[src/hdl/tpft_pkg.sv]
// Shared types and constants for the tire pressure frame tracker.
`default_nettype none

package tpft_pkg;

   localparam int unsigned NUM_POS   = 4;
   localparam int unsigned POS_W     = 2;
   localparam int unsigned BYTE_W    = 8;
   localparam int unsigned PERIOD_W  = 16;
   localparam int unsigned ID_W      = 29;
   localparam int unsigned LEN_W     = 7;
   localparam int unsigned DATA_W    = 64;
   localparam int unsigned SWAP_W    = 4;

   localparam logic [ID_W-1:0]  FRAME_ID  = 29'h385;
   localparam logic [LEN_W-1:0] FRAME_LEN = 7'd8;

   typedef enum logic [1:0] {
      OP_FRAME  = 2'd0,
      OP_REPORT = 2'd1,
      OP_SWAP   = 2'd2,
      OP_TICK   = 2'd3
   } opcode_type;

   typedef logic [NUM_POS-1:0][POS_W-1:0]  pos_map_type;
   typedef logic [NUM_POS-1:0][BYTE_W-1:0] pressures_type;

   // Frame decode outcome handed back to the top level
   typedef struct packed {
      logic          hit;
      logic          changed;
      pressures_type value;
   } decode_type;

endpackage

`default_nettype wire

[src/hdl/tpft_frame_decode.sv]
// Per-position pressure extraction from a tire pressure CAN frame.
`default_nettype none

module tpft_frame_decode (
   input  wire logic [tpft_pkg::ID_W-1:0]   can_id,
   input  wire logic [tpft_pkg::LEN_W-1:0]  frame_length,
   input  wire logic [tpft_pkg::DATA_W-1:0] frame_data,
   input  wire tpft_pkg::pos_map_type       pos_map,
   input  wire tpft_pkg::pressures_type     stored,
   output tpft_pkg::decode_type             decode
);
   import tpft_pkg::*;

   logic [BYTE_W-1:0] flags;
   logic [2:0]        byte_idx [NUM_POS];
   logic [2:0]        flag_idx [NUM_POS];

   assign flags = frame_data[DATA_W-1 -: BYTE_W];

   always_comb begin
      decode.hit     = (can_id == FRAME_ID) && (frame_length == FRAME_LEN);
      decode.changed = 1'b0;
      decode.value   = '0;
      for (int i = 0; i < NUM_POS; i++) begin
         // tire t: data byte 2+t, valid flag in bit 7-t of byte 7
         byte_idx[i] = 3'(3'd2 + 3'(pos_map[i]));
         flag_idx[i] = 3'(3'd7 - 3'(pos_map[i]));
         if (flags[flag_idx[i]]) begin
            decode.value[i] = frame_data[{byte_idx[i], 3'b000} +: BYTE_W];
         end
         if (decode.value[i] != stored[i]) begin
            decode.changed = 1'b1;
         end
      end
   end

endmodule

`default_nettype wire

[src/hdl/tire_pressure_frame_tracker.sv]
// Top level of the tire pressure frame tracker.
//
// Request channel (req_*): one transaction per item; opcode selects a CAN
// frame, a report request, a position swap or a one millisecond tick.
// Response channel (rsp_*): one transaction carries all four position
// pressures. Frames that change a value, report requests, valid swaps and
// expired report periods each produce one; other items produce none.
// csr_wr_en / csr_wr_data write the 16-bit report period (zero disables).
//
// An accepted item is registered in the input register and processed there once
// it may advance; a report loads the response register, which drives rsp_*.
// Throughput: one item per cycle while no response is stalled. The response
// register lets the input register take one request while a response waits.
// When rsp_stall holds a pending response, the item in the input register
// waits and req_stall rises; nothing is dropped.
// Reset (synchronous, active high) restores the identity position map, zero
// pressures, zero millisecond count and period, and empties both registers.
`default_nettype none

module tire_pressure_frame_tracker (
   input  wire logic                          clock,
   input  wire logic                          reset,
   input  wire logic                          csr_wr_en,
   input  wire logic [tpft_pkg::PERIOD_W-1:0] csr_wr_data,
   input  wire logic                          req_valid,
   output logic                               req_stall,
   input  wire logic [1:0]                    req_opcode,
   input  wire logic [tpft_pkg::ID_W-1:0]     req_can_id,
   input  wire logic [tpft_pkg::LEN_W-1:0]    req_frame_length,
   input  wire logic [tpft_pkg::DATA_W-1:0]   req_frame_data,
   input  wire logic [tpft_pkg::SWAP_W-1:0]   req_swap_first,
   input  wire logic [tpft_pkg::SWAP_W-1:0]   req_swap_second,
   output logic                               rsp_valid,
   input  wire logic                          rsp_stall,
   output logic [tpft_pkg::BYTE_W-1:0]        rsp_pressure_pos0,
   output logic [tpft_pkg::BYTE_W-1:0]        rsp_pressure_pos1,
   output logic [tpft_pkg::BYTE_W-1:0]        rsp_pressure_pos2,
   output logic [tpft_pkg::BYTE_W-1:0]        rsp_pressure_pos3
);
   import tpft_pkg::*;

   // input register
   logic                s1_valid_ff;
   logic                s1_valid_in;
   opcode_type          s1_opcode_ff;
   logic [ID_W-1:0]     s1_can_id_ff;
   logic [LEN_W-1:0]    s1_length_ff;
   logic [DATA_W-1:0]   s1_data_ff;
   logic [SWAP_W-1:0]   s1_first_ff;
   logic [SWAP_W-1:0]   s1_second_ff;

   // block state
   logic [PERIOD_W-1:0] period_ff;
   pos_map_type         map_ff;
   pos_map_type         map_in;
   pressures_type       pressure_ff;
   pressures_type       pressure_in;
   logic [PERIOD_W-1:0] ms_ff;
   logic [PERIOD_W-1:0] ms_in;
   logic [PERIOD_W-1:0] ms_inc;

   // response register
   logic                rsp_valid_ff;
   logic                rsp_valid_in;
   pressures_type       rsp_value_ff;

   logic                advance;
   logic                accept;
   logic                report;
   logic                swap_ok;
   logic [POS_W-1:0]    pos_a;
   logic [POS_W-1:0]    pos_b;
   decode_type          decode;

   assign advance   = s1_valid_ff && !(rsp_valid_ff && rsp_stall);
   assign req_stall = s1_valid_ff && !advance;
   assign accept    = req_valid && !req_stall;

   tpft_frame_decode u_decode (
      .can_id       (s1_can_id_ff),
      .frame_length (s1_length_ff),
      .frame_data   (s1_data_ff),
      .pos_map      (map_ff),
      .stored       (pressure_ff),
      .decode       (decode)
   );

   assign pos_a   = s1_first_ff[POS_W-1:0];
   assign pos_b   = s1_second_ff[POS_W-1:0];
   assign swap_ok = (s1_first_ff[SWAP_W-1:POS_W] == '0)
                 && (s1_second_ff[SWAP_W-1:POS_W] == '0)
                 && (pos_a != pos_b);
   assign ms_inc  = (ms_ff == '1) ? ms_ff : PERIOD_W'(ms_ff + 1'b1);

   always_comb begin
      map_in      = map_ff;
      pressure_in = pressure_ff;
      ms_in       = ms_ff;
      report      = 1'b0;
      if (advance) begin
         unique case (s1_opcode_ff)
            OP_FRAME: begin
               if (decode.hit) begin
                  pressure_in = decode.value;
                  report      = decode.changed;
               end
            end
            OP_REPORT: begin
               report = 1'b1;
            end
            OP_SWAP: begin
               if (swap_ok) begin
                  map_in[pos_a]      = map_ff[pos_b];
                  map_in[pos_b]      = map_ff[pos_a];
                  pressure_in[pos_a] = pressure_ff[pos_b];
                  pressure_in[pos_b] = pressure_ff[pos_a];
                  report             = 1'b1;
               end
            end
            OP_TICK: begin
               ms_in  = ms_inc;
               report = (period_ff != '0) && (ms_inc >= period_ff);
            end
            default: begin
               report = 1'b0;
            end
         endcase
         if (report) begin
            ms_in = '0;
         end
      end
   end

   assign s1_valid_in  = accept || req_stall;
   assign rsp_valid_in = report || (rsp_valid_ff && rsp_stall);

   always_ff @(posedge clock) begin
      if (reset) begin
         s1_valid_ff  <= 1'b0;
         rsp_valid_ff <= 1'b0;
         period_ff    <= '0;
         ms_ff        <= '0;
         for (int i = 0; i < NUM_POS; i++) begin
            map_ff[i] <= POS_W'(i);
         end
         pressure_ff  <= '0;
      end else begin
         s1_valid_ff  <= s1_valid_in;
         rsp_valid_ff <= rsp_valid_in;
         map_ff       <= map_in;
         pressure_ff  <= pressure_in;
         ms_ff        <= ms_in;
         if (csr_wr_en) begin
            period_ff <= csr_wr_data;
         end
      end
   end

   always_ff @(posedge clock) begin
      if (accept) begin
         s1_opcode_ff <= opcode_type'(req_opcode);
         s1_can_id_ff <= req_can_id;
         s1_length_ff <= req_frame_length;
         s1_data_ff   <= req_frame_data;
         s1_first_ff  <= req_swap_first;
         s1_second_ff <= req_swap_second;
      end
      if (report) begin
         rsp_value_ff <= pressure_in;
      end
   end

   assign rsp_valid         = rsp_valid_ff;
   assign rsp_pressure_pos0 = rsp_value_ff[0];
   assign rsp_pressure_pos1 = rsp_value_ff[1];
   assign rsp_pressure_pos2 = rsp_value_ff[2];
   assign rsp_pressure_pos3 = rsp_value_ff[3];

endmodule

`default_nettype wire

[config.mk]
export PLATFORM = sky130hd
export DESIGN_NAME = tire_pressure_frame_tracker
export DESIGN_NICKNAME = d
export VERILOG_FILES = /design/src/hdl/tpft_pkg.sv /design/src/hdl/tpft_frame_decode.sv /design/src/hdl/tire_pressure_frame_tracker.sv
export SDC_FILE = /design/constraint.sdc
export NUM_CORES = 1
export LEC_CHECK = 0
export BUFFER_PORTS_ARGS = -buffer_cell sky130_fd_sc_hd__buf_2
export CAP_MARGIN = 30
export CELL_PAD_IN_SITES_DETAIL_PLACEMENT = 1
export CELL_PAD_IN_SITES_GLOBAL_PLACEMENT = 2
export CORE_UTILIZATION = 30
export CTS_CLUSTER_DIAMETER = 150
export DETAILED_ROUTE_END_ITERATION = 10
export GPL_ROUTABILITY_DRIVEN = 0
export GPL_TIMING_DRIVEN = 0
export HOLD_SLACK_MARGIN = 0.12
export PLACE_DENSITY_LB_ADDON = 0.1
export SYNTH_ARGS = -nofsm -noshare
export SYNTH_HDL_FRONTEND = slang
export SYNTH_SLANG_ARGS = --single-unit
[constraint.sdc]
create_clock -name clock -period 5.6 [get_ports clock]
set_input_delay 0.28 -clock clock [delete_from_list [all_inputs] [get_ports clock]]
set_output_delay 0.28 -clock clock [all_outputs]
set_load 0.05 [all_outputs]
==> results of run 1 <==
## synth_stat cells (9+ instances only)
cell type and count:
sky130_fd_sc_hd__clkbuf_1 41, sky130_fd_sc_hd__nand3_1 24, sky130_fd_sc_hd__nand2b_1 22, sky130_fd_sc_hd__buf_1 15, sky130_fd_sc_hd__a21o_1 16, sky130_fd_sc_hd__a22o_1 12, sky130_fd_sc_hd__nor4_1 9, sky130_fd_sc_hd__o22a_1 23
sky130_fd_sc_hd__and3_1 10, sky130_fd_sc_hd__o21ai_0 48, sky130_fd_sc_hd__edfxtp_1 114, sky130_fd_sc_hd__mux4_2 39, sky130_fd_sc_hd__ha_1 17, sky130_fd_sc_hd__nand2_1 57, sky130_fd_sc_hd__nor2_1 86, sky130_fd_sc_hd__a21oi_1 69
sky130_fd_sc_hd__a31oi_1 21, sky130_fd_sc_hd__dfxtp_1 74, sky130_fd_sc_hd__or2_2 16, sky130_fd_sc_hd__mux2i_1 56, sky130_fd_sc_hd__xnor2_1 20, sky130_fd_sc_hd__nor2b_1 44, sky130_fd_sc_hd__and2_1 17, sky130_fd_sc_hd__inv_1 33
sky130_fd_sc_hd__o22ai_1 21, sky130_fd_sc_hd__nor3_1 13
## logic make-up (layout without fill, tap and decap cells)
kind of cell    after synthesis  in the layout
compound gates              265            265
xor+xnor                     25             25
fa+ha+maj                    17             17
buf+inv                      98            369
flops                       188            188
mux                         104            104
simple gates                335            335
## stage by stage
step / std cells / total power [mW]
after floorplan: 1032 / 1.80
after global placement: 1628 / 1.94
after detailed placement: 1632 / 1.95
after CTS: 1764 / 3.32
after global routing: 1764 / 3.41
final: 1764 / 3.29
## registers in the layout, indices dropped and copies added, names as in the netlist, 16 cells and up
| signal | flops |
|---|---|
| ms_ff | 16 |
| pressure_ff | 32 |
| period_ff | 16 |
| s1_data_ff | 36 |
| s1_can_id_ff | 29 |
## per-layer routing
metal  routed length, µm  vias to the layer above  track usage [%]
met1               18800                     4694             30.7
met5                   0                        -                0
met3                1620                       35             3.67
met4                1010                        0             7.57
met2               19400                      220             37.7
li1                    -                     4427                -
## layout make-up
class	instances	share of cell area, %
Timing Repair Buffer	239	12.6
Clock buffer	17	3.08
Tap cell	461	4.17
Multi-Input combinational cell	746	40.2
Clock inverter	15	1.54
Buffer	65	2.00
Sequential cell	188	35.5
Inverter	33	0.896
## where the power goes
part           internal [mW]  total [mW]  switching (mW)
Sequential              1.52        1.55          0.0310
Combinational          0.179       0.422           0.243
Clock                  0.655        1.31           0.658
## critical path: cells and delay by family, from the launching register on
family,cells,cell delay [ns]
and+or+nand+nor,9,1.92
buffers and inverters,2,0.72
DFF,1,0.31
AOI/OAI and AO/OA,5,1.20
adders and majority gates,1,0.29
## worst min path at each step
| stage | start | end | slack [ns] | depth (start not counted) |
|---|---|---|---|---|
| 3_5_place_dp | req_swap_first[3] | s1_first_ff[3] | 0.46 | 1 |
| 6_report | csr_wr_en | period_ff[2] | 0.33 | 3 |
| 2_1_floorplan | req_can_id[0] | s1_can_id_ff[0] | 0.38 | 0 |
| 3_3_place_gp | req_can_id[3] | s1_can_id_ff[3] | 0.46 | 1 |
| 4_1_cts | csr_wr_en | period_ff[6] | 0.31 | 3 |
| 5_1_grt | csr_wr_en | period_ff[2] | 0.34 | 3 |
==> results_dict.tcl, run 1 <==
set metrics [dict create \
    result_of_the_run "complete, no violations" \
    asyncSetResetFlopFracSynth_pct 0 \
    synth_area_mm2 0.0108 \
    fillCellCount 3968 \
    timing.max_cap.violations 0 \
    number_of_global_route_vias_before_repair 9691 \
    dominant_combinational_cell_family_by_area_after_synthesis "simple AND/OR/NAND/NOR gates" \
    seq_area_frac_synth_pct 45.2 \
    mean_routed_wirelength_per_cell_um 23.1 \
    dpl_worst_slack_ns 0.926 \
    crit_path_start "ms_ff[7]" \
    worst_setup_hold_path_clk_slew_ns 0.08 \
    timing.hold.ws_ns 0.333 \
    critPathMaxStageDelay_ns 0.63 \
    critical-path-slowest-cell "sky130_fd_sc_hd__nor3_1" \
    die_h_um 192 \
    grtUsageTotal_pct 23.0 \
    postSynthAreaPerCell_um2 10.5 \
    die_x_um 192 \
    layout.cells.most_common "sky130_fd_sc_hd__buf_2" \
    grt_setup_unrepaired "no" \
    synth_ff_type "sky130_fd_sc_hd__edfxtp_1" \
    grt_max_degree 33 \
    detail_route.iter0.violations 498 \
    holdBufCountCts 100 \
    synth_adder_area_share_pct 1.96 \
    synth_top_cells_by_area "sky130_fd_sc_hd__edfxtp_1 32%, sky130_fd_sc_hd__dfxtp_1 14%, sky130_fd_sc_hd__mux4_2 8.1%, sky130_fd_sc_hd__mux2i_1 5.2%, sky130_fd_sc_hd__a21oi_1 3.2%" \
    num_vias 9376 \
    tritoncts_clock_tree "done" \
    crit-reg2reg-capture "ms_ff[3]" \
    drt-total-wl_um 40800 \
    mostFrequentLayoutCells "141 x sky130_fd_sc_hd__buf_2, 114 x sky130_fd_sc_hd__edfxtp_1, 100 x sky130_fd_sc_hd__dlygate4sd3_1, 86 x sky130_fd_sc_hd__nor2_1, 74 x sky130_fd_sc_hd__dfxtp_1" \
    worst_skew_pair.late_latency_ns 0.47 \
    clock_skew_ns 0.0193 \
    setup_ws_ns 1.05 \
    worstHoldPathType "in2reg" \
    start_kind "flip-flop" \
    yosys.area.top_type_share_pct 31.6 \
    worst_path_maximum_fanout 10 \
    setup-violations-final 0 \
    final_core_util_pct 38.8 \
    area.sequential_mm2 0.00490 \
    antenna_found_initial 0 \
    num_io_pins 165 \
    layout.nets 1438 \
    cell_chain_of_the_critical_path "clkbuf_1 -> and4_1 -> nand3_1 -> nor3_1 -> nor2_1 -> nand3_1 -> or2_2 -> nand2_1 -> ha_1 -> and4_1 -> o2111ai_1 -> o21ai_0 -> a21oi_1 -> o2111ai_1 -> clkbuf_1 -> nor2_1 -> a211o_1" \
    power_density_mw_per_mm2 238 \
    synth-edff-count 114 \
    synth_simple_gate_area_share_pct 16.2 \
    slew_at_the_pin_with_the_worst_max_slew_slack_ns 1.03 \
    overflow 0 \
    hpwlAfterDp_um 30800 \
    cp_arrival_ns 4.91 \
    first_pass_iters 5 \
    fraction_of_synthesized_area_in_multiplexers_pct 14.9 \
    cts_inserted_buffers 17 \
    antenna_cells 0 \
    post-route-drc-count 0 \
    post_synthesis_net_count 1180 \
    worst-r2r-setup-slack_ns 1.05 \
    synth_cell_types 61 \
    placed_area_mm2 0.0122 \
    clock-sinks 188 \
    synthesis.instances 1032 \
    drive_gt1_share_pct 19.0 \
    clock_tree_root_driver_cell "sky130_fd_sc_hd__clkbuf_16" \
    min_period_over_period_pct 81.3 \
    final_antenna_net_count 0 \
    postcts_setup_bufs 0 \
    die_area_mm2 0.0369 \
    final-max-slew-violation-count 0 \
    compound_gate_fraction_of_synth_area_pct 16.1 \
    worstRegToRegCells 17 \
    cp-end-kind "flip-flop" \
    warnings_from_yosys 0 \
    wire_length_of_the_first_global_routing_pass_um 61900 \
    multiInputGateArea_mm2 0.00556 \
    fin_setup_tns_ns 0 \
    setup.worst_path.end "ms_ff[3]" \
    number_of_buffers_inserted_by_port_buffering 135 \
    achievable-frequency_mhz 220 \
    floorplan.initialDensity_pct 30.5 \
    highest_ir_drop_seen_on_vdd_v 0.000216 \
    area_delta_synth_final_pct 27.4 \
    h-tree-depth 4 \
    routed_via_density 5.32 \
    most_area_hungry_cell_type_in_the_yosys_netlist "sky130_fd_sc_hd__edfxtp_1" \
    postSynthRegisterBits 188 \
    timing.slew.headroom_pct 30.4 \
    timing.final.hold_violations 0 \
    std_cell_rows 69 \
    stdcell_area_mm2 0.0138 \
    design.core.area_mm2 0.0356 \
    timing_worst_setup_path_type "reg2reg" \
    clock_path_buffers 2 \
    p_leak_nw 5.04 \
    worst_r2r_startpoint "ms_ff[7]" \
    worst_ep_required_time_ns 5.96 \
    finalCriticalPeriod_ns 4.55 \
    cts.repair.resized 0 \
    post_synth_xor_xnor_area_pct 2.02 \
]
No activity file was read; power rests on OpenSTA's default activity.
==> inputs of run 2 (changes only) <==
clock period = 3.9 ns   (was 5.6 ns; I/O delays follow)
==> run 2 against run 1 <==
Against the previous run: fmax grew 25%; wire length grew 0.74%; sequential cell count is the same; setup slack lost 0.78 ns; total power grew 40%; core utilization grew 0.37 points; first-iteration DRC count grew 5.8%; final area grew 0.96%; worst hold slack lost 0.096 ns; final cell count grew 0.40%; highest routed layer unchanged.
==> results_dict.tcl, run 2 (synthesis gave the netlist of run 1 again) <==
set metrics [dict create \
    result_of_the_run "complete, no violations" \
    layout.nets 1445 \
    number_of_global_route_vias_before_repair 9737 \
    largestRegisters "s1_data_ff x36, pressure_ff x32, s1_can_id_ff x29" \
    wire_length_of_the_first_global_routing_pass_um 61400 \
    dpl_worst_slack_ns -1.01 \
    finalCriticalPeriod_ns 3.63 \
    grtUsageTotal_pct 23.0 \
    die_h_um 192 \
    worst_skew_pair.late_latency_ns 0.47 \
    mostFrequentLayoutCells "141 x sky130_fd_sc_hd__buf_2, 114 x sky130_fd_sc_hd__edfxtp_1, 100 x sky130_fd_sc_hd__dlygate4sd3_1, 84 x sky130_fd_sc_hd__nor2_1, 69 x sky130_fd_sc_hd__dfxtp_1" \
    highest_ir_drop_seen_on_vdd_v 0.000333 \
    design.core.area_mm2 0.0356 \
    die_x_um 192 \
    grt_setup_unrepaired "no" \
    worst_r2r_startpoint "s1_length_ff[2]" \
    layout.cells.most_common "sky130_fd_sc_hd__buf_2" \
    timing.hold.ws_ns 0.238 \
    detail_route.iter0.violations 527 \
    number_of_buffers_inserted_by_port_buffering 135 \
    cp-end-kind "flip-flop" \
    cp_arrival_ns 4.03 \
    drt-total-wl_um 41100 \
    worst_ep_required_time_ns 4.29 \
    min_period_over_period_pct 93.1 \
    max_reg_flops 36 \
    tritoncts_clock_tree "done" \
    clock-sinks 188 \
    timing.slew.headroom_pct 35.1 \
    holdPathEnd "period_ff[5]" \
    die_area_mm2 0.0369 \
    cts_inserted_buffers 17 \
    clock_skew_ns 0.0238 \
    antenna_cells 0 \
    achievable-frequency_mhz 275 \
    hold_path_startpoint "csr_wr_en" \
    timing.max_cap.violations 0 \
    final-max-slew-violation-count 0 \
    total_power_mw 4.61 \
    post-route-drc-count 0 \
    routed_via_density 5.36 \
    clock_path_buffers 2 \
    overflow 0 \
    p_leak_nw 5.10 \
    worstRegToRegCells 11 \
    slew_at_the_pin_with_the_worst_max_slew_slack_ns 0.964 \
    floorplan.initialDensity_pct 30.5 \
    timing.final.hold_violations 0 \
    std_cell_rows 69 \
    clock_tree_root_driver_cell "sky130_fd_sc_hd__clkbuf_16" \
    worstHoldPathType "in2reg" \
    mean_routed_wirelength_per_cell_um 23.2 \
    h-tree-depth 4 \
    cp.buffers_inverters 2 \
    drive_gt1_share_pct 20.8 \
    grt_max_degree 37 \
    fillCellCount 3975 \
    cell_chain_of_the_critical_path "nor4b_1 -> nand4_1 -> nor3_2 -> buf_2 -> buf_1 -> nand3_1 -> a21o_1 -> a21oi_1 -> nor2_1 -> a31oi_1 -> nor2b_1" \
    setup_ws_ns 0.268 \
    num_io_pins 165 \
    final_core_util_pct 39.2 \
    start_kind "flip-flop" \
    critPathMaxStageDelay_ns 0.54 \
    hpwlAfterDp_um 30800 \
    worst-r2r-setup-slack_ns 0.27 \
    antenna_found_initial 0 \
    num_vias 9498 \
    registers.top_by_ff_count "s1_data_ff" \
    area_delta_synth_final_pct 28.6 \
    crit-reg2reg-capture "pressure_ff[19]" \
    worst_setup_hold_path_clk_slew_ns 0.08 \
    first_pass_iters 5 \
    min_delay_path_depth 3 \
    power_density_mw_per_mm2 331 \
    final_antenna_net_count 0 \
    setup-violations-final 0 \
    critical-path-slowest-cell "sky130_fd_sc_hd__buf_1" \
    worst_path_maximum_fanout 10 \
    timing_worst_setup_path_type "reg2reg" \
    cp_top_family "simple AND/OR/NAND/NOR gates" \
]
run 2: repair_timing:
item	in CTS	in global routing
pin swaps	3	1
setup endpoints to repair	49	55
gates cloned	1	0
endpoints found under the hold margin	100	0
gates resized for setup	16	11
hold buffers	100	0
setup buffers	6	2
run 2: worst max path at each step:
stage / cells after the start / slack [ns] / startpoint / end
4_1_cts: 16 / 0.02 / ms_ff[0] / ms_ff[2]
2_1_floorplan: 15 / 0.23 / ms_ff[7] / rsp_pressure_pos0[0]
5_1_grt: 15 / 0.05 / ms_ff[8] / ms_ff[3]
6_report: 11 / 0.27 / s1_length_ff[2] / pressure_ff[19]
3_5_place_dp: 15 / -1.01 / ms_ff[2] / rsp_pressure_pos0[4]
3_3_place_gp: 15 / -0.97 / ms_ff[2] / rsp_pressure_pos0[4]
run 2: layout make-up:
cell class                 count  area [µm²]  area share, %
buffer                        63         279           2.00
clock buffer                  18         429           3.08
clock inverter                14         151           1.09
inverter                      33         124          0.888
multi-input combinational    747        5650           40.5
sequential                   188        4910           35.2
tap                          461         577           4.13
timing repair buffer         247        1830           13.1
run 2: report_power, final:
part	total, mW	internal (mW)	switching (mW)
logic	0.628	0.265	0.363
clock network	1.76	0.855	0.901
registers	2.23	2.18	0.0456
total	4.61	3.30	1.31
run 2: per-stage QoR:
stage	setup TNS (ns)	area, µm²	std cells
3_5_place_dp	-40.79	12200	1632
3_3_place_gp	-41.88	12100	1628
2_1_floorplan	0	10900	1032
4_1_cts	0	13900	1770
5_1_grt	0	13900	1771
6_report	0	13900	1771
run 2: worst reg2reg max path: stages (launching register included):
cell	delay, ns
sky130_fd_sc_hd__edfxtp_1	0.37
sky130_fd_sc_hd__nor4b_1	0.43
sky130_fd_sc_hd__nand4_1	0.24
sky130_fd_sc_hd__nor3_2	0.43
sky130_fd_sc_hd__buf_2	0.46
sky130_fd_sc_hd__buf_1	0.54
sky130_fd_sc_hd__nand3_1	0.26
sky130_fd_sc_hd__a21o_1	0.24
sky130_fd_sc_hd__a21oi_1	0.14
sky130_fd_sc_hd__nor2_1	0.06
sky130_fd_sc_hd__a31oi_1	0.24
sky130_fd_sc_hd__nor2b_1	0.17
run 2: metal layers:
metal | global-route usage (%) | wire length (µm) | part of all wire, % | vias to the layer above
li1 | - | - | - | 4439
met1 | 29.4 | 18200 | 44 | 4759
met2 | 38.5 | 19900 | 49 | 246
met3 | 3.93 | 1780 | 4.3 | 54
met4 | 8.72 | 1150 | 2.8 | 0
met5 | 0 | 0 | 0 | -
